### config.mk
export PLATFORM = sky130hd
export DESIGN_NAME = tmtc_ctrl
export DESIGN_NICKNAME = d
export VERILOG_FILES = /design/src/sv/tmtc_pkg.sv /design/src/sv/tmtc_ctrl.sv
export VERILOG_INCLUDE_DIRS = /design/src /design/src/sv
export SDC_FILE = /design/constraint.sdc
export NUM_CORES = 1
export LEC_CHECK = 0
export BUFFER_PORTS_ARGS = -buffer_cell sky130_fd_sc_hd__buf_2
export CAP_MARGIN = 30
export CORE_AREA = 5 5 42 44
export DETAILED_ROUTE_END_ITERATION = 10
export DIE_AREA = 0 0 47 49
export MAX_ROUTING_LAYER = met4
export PLACE_DENSITY = 0.73
export SLEW_MARGIN = 20
export SYNTH_ARGS = -nofsm -noshare
export SYNTH_HDL_FRONTEND = slang
export SYNTH_SLANG_ARGS = --single-unit
export TNS_END_PERCENT = 5
### constraint.sdc
create_clock -name aclk -period 1.9 [get_ports aclk]
set_input_delay 0.285 -clock aclk [delete_from_list [all_inputs] [get_ports aclk]]
set_output_delay 0.285 -clock aclk [all_outputs]
set_load 0.02 [all_outputs]
### src/sv/text_mode_teletype_console_macros.svh
// Assertion helpers shared by the console RTL.
`ifndef TEXT_MODE_TELETYPE_CONSOLE_MACROS_SVH
`define TEXT_MODE_TELETYPE_CONSOLE_MACROS_SVH

// Consequent must hold in the same cycle as the antecedent.
`define TMTC_ASSERT_NOW(lbl, ante, cons, msg) \
    lbl: assert property (@(posedge aclk) disable iff (!aresetn) (ante) |-> (cons)) \
        else $error(msg);

// Consequent must hold in the cycle after the antecedent.
`define TMTC_ASSERT_NEXT(lbl, ante, cons, msg) \
    lbl: assert property (@(posedge aclk) disable iff (!aresetn) (ante) |=> (cons)) \
        else $error(msg);

`endif

### src/sv/tmtc_pkg.sv
`default_nettype none

package tmtc_pkg;

    localparam int ROWS    = 25;
    localparam int COLS    = 80;
    localparam int CELLS   = ROWS * COLS;
    localparam int ROW_W   = $clog2(ROWS);
    localparam int COL_W   = $clog2(COLS);
    localparam int ADDR_W  = $clog2(CELLS);
    localparam int CELL_W  = 16;
    localparam int PADDR_W = 3;
    localparam int PDATA_W = 32;
    localparam int REG_IDX_W = PADDR_W - 2;

    localparam logic [7:0] RESET_ATTR      = 8'h0F;
    localparam logic [7:0] RESET_TEXT_ATTR = 8'd15;
    localparam logic [7:0] NEWLINE_CODE    = 8'd10;
    localparam logic [7:0] BLANK_CODE      = 8'd32;

    localparam logic [REG_IDX_W-1:0] REG_TEXT_ATTR = '0;

    localparam logic [2:0] OP_PUT          = 3'd0;
    localparam logic [2:0] OP_PUT_AT       = 3'd1;
    localparam logic [2:0] OP_BACKSPACE    = 3'd2;
    localparam logic [2:0] OP_CLEAR_SCREEN = 3'd3;
    localparam logic [2:0] OP_CLEAR_LINE   = 3'd4;
    localparam logic [2:0] OP_SET_CURSOR   = 3'd5;
    localparam logic [2:0] OP_READ_CHAR    = 3'd6;

    typedef logic [ADDR_W-1:0] addr_t;
    typedef logic [ROW_W-1:0]  row_t;
    typedef logic [COL_W-1:0]  col_t;
    typedef logic [CELL_W-1:0] cell_t;

    typedef struct packed {
        logic [2:0] opcode;
        logic [7:0] char_code;
        logic [7:0] target_row;
        logic [7:0] target_col;
    } in_t;

    typedef struct packed {
        logic [7:0] char_read;
        logic [7:0] cursor_row_out;
        logic [7:0] cursor_col_out;
    } out_t;

    typedef enum logic [2:0] {
        ST_INIT,
        ST_IDLE,
        ST_EXEC,
        ST_RD_WAIT,
        ST_COPY,
        ST_COPY_LAST,
        ST_FILL,
        ST_RESP
    } state_t;

    typedef enum logic [2:0] {
        WR_NONE,
        WR_CURSOR,
        WR_TARGET,
        WR_BACK,
        WR_FILL,
        WR_INIT
    } wr_sel_t;

    typedef enum logic [2:0] {
        CUR_HOLD,
        CUR_INC_COL,
        CUR_NEXT_ROW,
        CUR_BACK,
        CUR_HOME,
        CUR_SET
    } cur_cmd_t;

    typedef enum logic [1:0] {
        WALK_ALL,
        WALK_ROW,
        WALK_COPY,
        WALK_LAST
    } walk_sel_t;

    typedef enum logic [1:0] {
        CHR_HOLD,
        CHR_CLEAR,
        CHR_BLANK,
        CHR_MEM
    } chr_sel_t;

    typedef struct packed {
        logic      capture;
        wr_sel_t   wr_sel;
        cur_cmd_t  cur_cmd;
        logic      walk_start;
        walk_sel_t walk_sel;
        logic      walk_step;
        logic      copy_step;
        chr_sel_t  chr_sel;
        logic      resp_load;
    } dp_cmd_t;

    typedef struct packed {
        logic [2:0] opcode;
        logic       is_newline;
        logic       row_ok;
        logic       col_ok;
        logic       at_origin;
        logic       last_col;
        logic       last_row;
        logic       walk_done;
        logic       out_free;
    } dp_status_t;

endpackage

`default_nettype wire

### src/sv/tmtc_ctrl.sv
`default_nettype none

module tmtc_ctrl (
    input  wire logic                  aclk,
    input  wire logic                  aresetn,
    input  wire logic                  s_valid,
    output logic                       s_ready,
    input  wire tmtc_pkg::dp_status_t  status,
    output tmtc_pkg::dp_cmd_t          cmd
);

    tmtc_pkg::state_t state_reg, state_next;
    logic             scroll;
    logic             tgt_ok;

    assign scroll = (status.is_newline || status.last_col) && status.last_row;
    assign tgt_ok = status.row_ok && status.col_ok;

    always_ff @(posedge aclk) begin
        if (!aresetn) begin
            state_reg <= tmtc_pkg::ST_INIT;
        end else begin
            state_reg <= state_next;
        end
    end

    always_comb begin
        state_next = state_reg;
        unique case (state_reg)
            tmtc_pkg::ST_INIT: begin
                if (status.walk_done) begin
                    state_next = tmtc_pkg::ST_IDLE;
                end
            end
            tmtc_pkg::ST_IDLE: begin
                if (s_valid) begin
                    state_next = tmtc_pkg::ST_EXEC;
                end
            end
            tmtc_pkg::ST_EXEC: begin
                state_next = tmtc_pkg::ST_RESP;
                unique case (status.opcode)
                    tmtc_pkg::OP_PUT: begin
                        if (scroll) begin
                            state_next = tmtc_pkg::ST_COPY;
                        end
                    end
                    tmtc_pkg::OP_CLEAR_SCREEN: state_next = tmtc_pkg::ST_FILL;
                    tmtc_pkg::OP_CLEAR_LINE: begin
                        if (status.row_ok) begin
                            state_next = tmtc_pkg::ST_FILL;
                        end
                    end
                    tmtc_pkg::OP_READ_CHAR: begin
                        if (tgt_ok) begin
                            state_next = tmtc_pkg::ST_RD_WAIT;
                        end
                    end
                    default: begin
                    end
                endcase
            end
            tmtc_pkg::ST_RD_WAIT: state_next = tmtc_pkg::ST_RESP;
            tmtc_pkg::ST_COPY: begin
                if (status.walk_done) begin
                    state_next = tmtc_pkg::ST_COPY_LAST;
                end
            end
            tmtc_pkg::ST_COPY_LAST: state_next = tmtc_pkg::ST_FILL;
            tmtc_pkg::ST_FILL: begin
                if (status.walk_done) begin
                    state_next = tmtc_pkg::ST_RESP;
                end
            end
            tmtc_pkg::ST_RESP: begin
                if (status.out_free) begin
                    state_next = tmtc_pkg::ST_IDLE;
                end
            end
            default: state_next = tmtc_pkg::ST_INIT;
        endcase
    end

    always_comb begin
        s_ready        = 1'b0;
        cmd.capture    = 1'b0;
        cmd.wr_sel     = tmtc_pkg::WR_NONE;
        cmd.cur_cmd    = tmtc_pkg::CUR_HOLD;
        cmd.walk_start = 1'b0;
        cmd.walk_sel   = tmtc_pkg::WALK_ALL;
        cmd.walk_step  = 1'b0;
        cmd.copy_step  = 1'b0;
        cmd.chr_sel    = tmtc_pkg::CHR_HOLD;
        cmd.resp_load  = 1'b0;
        unique case (state_reg)
            tmtc_pkg::ST_INIT: begin
                cmd.wr_sel    = tmtc_pkg::WR_INIT;
                cmd.walk_step = 1'b1;
            end
            tmtc_pkg::ST_IDLE: begin
                s_ready     = 1'b1;
                cmd.capture = s_valid;
                if (s_valid) begin
                    cmd.chr_sel = tmtc_pkg::CHR_CLEAR;
                end
            end
            tmtc_pkg::ST_EXEC: begin
                unique case (status.opcode)
                    tmtc_pkg::OP_PUT: begin
                        if (status.is_newline) begin
                            cmd.cur_cmd = tmtc_pkg::CUR_NEXT_ROW;
                        end else begin
                            cmd.wr_sel  = tmtc_pkg::WR_CURSOR;
                            cmd.cur_cmd = status.last_col ? tmtc_pkg::CUR_NEXT_ROW
                                                          : tmtc_pkg::CUR_INC_COL;
                        end
                        cmd.walk_start = scroll;
                        cmd.walk_sel   = tmtc_pkg::WALK_COPY;
                    end
                    tmtc_pkg::OP_PUT_AT: begin
                        if (tgt_ok) begin
                            cmd.wr_sel = tmtc_pkg::WR_TARGET;
                        end
                    end
                    tmtc_pkg::OP_BACKSPACE: begin
                        if (!status.at_origin) begin
                            cmd.wr_sel  = tmtc_pkg::WR_BACK;
                            cmd.cur_cmd = tmtc_pkg::CUR_BACK;
                        end
                    end
                    tmtc_pkg::OP_CLEAR_SCREEN: begin
                        cmd.cur_cmd    = tmtc_pkg::CUR_HOME;
                        cmd.walk_start = 1'b1;
                        cmd.walk_sel   = tmtc_pkg::WALK_ALL;
                    end
                    tmtc_pkg::OP_CLEAR_LINE: begin
                        cmd.walk_start = status.row_ok;
                        cmd.walk_sel   = tmtc_pkg::WALK_ROW;
                    end
                    tmtc_pkg::OP_SET_CURSOR: begin
                        cmd.cur_cmd = tmtc_pkg::CUR_SET;
                    end
                    tmtc_pkg::OP_READ_CHAR: begin
                        // An in-range read already has its address on the RAM port.
                        if (!tgt_ok) begin
                            cmd.chr_sel = tmtc_pkg::CHR_BLANK;
                        end
                    end
                    default: begin
                    end
                endcase
            end
            tmtc_pkg::ST_RD_WAIT: begin
                cmd.chr_sel = tmtc_pkg::CHR_MEM;
            end
            tmtc_pkg::ST_COPY: begin
                cmd.copy_step = 1'b1;
            end
            tmtc_pkg::ST_COPY_LAST: begin
                cmd.walk_start = 1'b1;
                cmd.walk_sel   = tmtc_pkg::WALK_LAST;
            end
            tmtc_pkg::ST_FILL: begin
                cmd.wr_sel    = tmtc_pkg::WR_FILL;
                cmd.walk_step = 1'b1;
            end
            tmtc_pkg::ST_RESP: begin
                cmd.resp_load = status.out_free;
            end
            default: begin
            end
        endcase
    end

`include "text_mode_teletype_console_macros.svh"

    `TMTC_ASSERT_NEXT(a_read_wait, state_reg == tmtc_pkg::ST_RD_WAIT, $past(status.opcode == tmtc_pkg::OP_READ_CHAR), "read wait without a read request")
    `TMTC_ASSERT_NEXT(a_copy_then_fill, state_reg == tmtc_pkg::ST_COPY_LAST, state_reg == tmtc_pkg::ST_FILL, "scroll did not blank the last row")

endmodule

`default_nettype wire

==> flow_summary.toml <==
[pwr]
pwr-share-seq_pct = 18.8
total_power_mw = 0.3860
intPower_mw = 0.2259
switching_share_pct = 41.47
pwr-share-comb_pct = 52.8
powerDensity_nw_per_um2 = 564.0
ir_worst_vdd_uv = 261.6
switchingPower_mw = 0.1601
leakagePower_nw = 0.3419
clkPwrFrac_pct = 28.4

[synthesis]
synthMuxAreaShare_pct = 0
synth_top_area_share_pct = 11.32
synth-seq-cells = 3
post_synth_instance_area_um2 = 530.5
synth_fa_ha_area_share_pct = 0
synth_area_leaders = "dfxtp_1 11%, nor2_1 7.1%, nand2b_1 5.9%, buf_2 5.7%, a211oi_1 5.7%"
yosys.area_share.simple_pct = 39.86
synth_fp_nets = 97
synth_warnings = 0
syn_inst = 83
synth_ff_type = "dfxtp_1"
synth-compound-area-share_pct = 28.30
synth-xor-area-share_pct = 4.953
ys_types = 32
ys_seq_area_share_pct = 11.32
synth_edf_count = 0
synth_top_cell_by_area = "dfxtp_1"
synth_top_family_by_area = "simple AND/OR/NAND/NOR gates"
synth.avg_cell_area_um2 = 6.392
async_reset_ff_share_pct = 0

[timing]
maxSlewViolCount = 0
worst_pin_slew_ns = 0.2462
finClkSkew_ns = 0.001539
setup_viol = 0
relSlewSlack_pct = 83.41
setup_slack_ns = 0.1290
fin_crit_sh_pct = 93.21
hold-worst-slack_ns = 0.3481
setup-tns-final_ns = 0
fin_crit_ns = 1.771
hold_viol = 0
rsz0062_at_grt = "false"
fmax_mhz = 564.6

[finish]
num_antenna_cells = 0
drive_gt1_share_pct = 33.94
fin_nets = 124
fin_util_pct = 48.84
largest_reg_flops = 3
area_growth_pct = 29.01
final_common_cell = "buf_2"
mostFrequentLayoutCells = "29 x buf_2, 10 x nor2_1, 7 x nand2_1"
fin_area_um2 = 684.4
layout.cells.non_filler = 125

[placed_design]
gp_congestion = 0.8200
place_hpwl_um = 1148
dp.cells = 121
portBuffers = 29
placed_area_um2 = 658.1
place_ws_ns = 0.1976

[critical_path]
path_delay_family = "simple AND/OR/NAND/NOR gates"
worst-path-stages = 3
cp-end-kind = "primary output"
critPathMaxStageDelay_ns = 0.49
slowest_stage = "or3b_1"
cp-start-kind = "register"
reg2reg_depth = 4
crit_arrival_ns = 1.49
critical_path.max_fanout = 6
cp_cell_sequence = "or3b_1 > o41ai_2 > buf_2"
cp.required_ns = 1.62
criticalPathCategory = "register to primary output"
crit_buf_inv = 1

[die]
die_w_um = 47
rows = 14
dieArea_um2 = 2303
core_area_um2 = 1401
start_util_pct = 37.86
num_io_pins = 30
die_height_um = 49

[detailed_routing]
route.met3.wl_um = 133
finalWirelength_um = 1491
drcViolationCount = 0
ant_nets = 0
m1WireLength_um = 694
dr.pass1.iters = 4
routedWlPerCell_um = 11.93
topRoutingLayerUsed = "met4"
wl_met2_um = 649
vias = 680
via_per_inst = 5.440
drt-initial-drc-count = 4

[clocking]
cts.sinks = 3
insertion_delay_ns = 0.23
ctsResizeCount = 0
cts_root_buffer = "clkbuf_4"
cts_buffer_depth = 2
holdBufCountCts = 0
cts_buffers = 3
post-cts-setup-buffers = 0
path_clk_slew_ns = 0.04
tritoncts = "done"
cts_max_level = 1

[flow_run]
cap_violations = 0

[worst_hold_path]
hold-path-cell-count = 3
hp-class = "input pin to register"

[global_routing]
grt_pass1_vias = 573
grt_max_degree = 19
grt_util_all_layers_pct = 13.04
grt_overflow_total = 0
antenna_found_initial = 0
grt_pass1_wl_um = 2249

[status]
status = "completed"
==> final cells by class <==
type	count	area [um2]
clock buffer	4	26.28
fill	147	716.9
inverter	6	22.52
multi-input combinational	64	387.9
sequential	3	60.06
tap	16	20.02
timing repair buffer	32	167.7
==> kinds of logic after synthesis <==
logic type | Yosys count
XOR/XNOR | 3
flip-flops | 3
buffers and inverters | 16
AND/OR/NAND/NOR | 40
AO/OA/AOI/OAI | 21
==> power by group through the flow <==
stage	logic, mW	registers [mW]	clock network (mW)
4_1_cts	0.205	0.0726	0.116
3_3_place_gp	0.201	0.0731	0
5_1_grt	0.223	0.0733	0.123
3_5_place_dp	0.205	0.0736	0
2_1_floorplan	0.154	0.0724	0
6_report	0.204	0.0725	0.110
==> synth_stat cells (all sizes together), types with 2 or more instances <==
| library cell | number |
|---|---|
| nor3 | 4 |
| o21ai | 4 |
| inv | 6 |
| nor3b | 4 |
| a21oi | 3 |
| and3 | 2 |
| dfxtp | 3 |
| o22ai | 2 |
| a31oi | 2 |
| a211oi | 4 |
| nand2b | 5 |
| buf | 9 |
| nor2 | 10 |
| nand2 | 7 |
| nand3 | 3 |
| xnor2 | 2 |
==> worst paths after layout <==
kind / endpoint / startpoint / slack (ns)
max: cmd[6] / state_reg[2]$_SDFFE_PN0P_ / 0.13
min: state_reg[2]$_SDFFE_PN0P_ / aresetn / 0.35
max reg2reg: state_reg[1]$_SDFFE_PN0P_ / state_reg[2]$_SDFFE_PN0P_ / 0.53
min reg2reg: state_reg[2]$_SDFFE_PN0P_ / state_reg[2]$_SDFFE_PN0P_ / 0.68
==> metal layers <==
layer | global-route usage, % | vias to the layer above
met5 | - | -
met4 | 3.687 | 0
met3 | 5.166 | 2
met2 | 18.78 | 32
met1 | 16.59 | 299
li1 | - | 347
==> tightest hold or removal path, stage by stage <==
cell and delay, ns:
buf_2 0.11, nand3_1 0.09, o21ai_2 0.06
No activity file was read; power rests on OpenSTA's default activity.
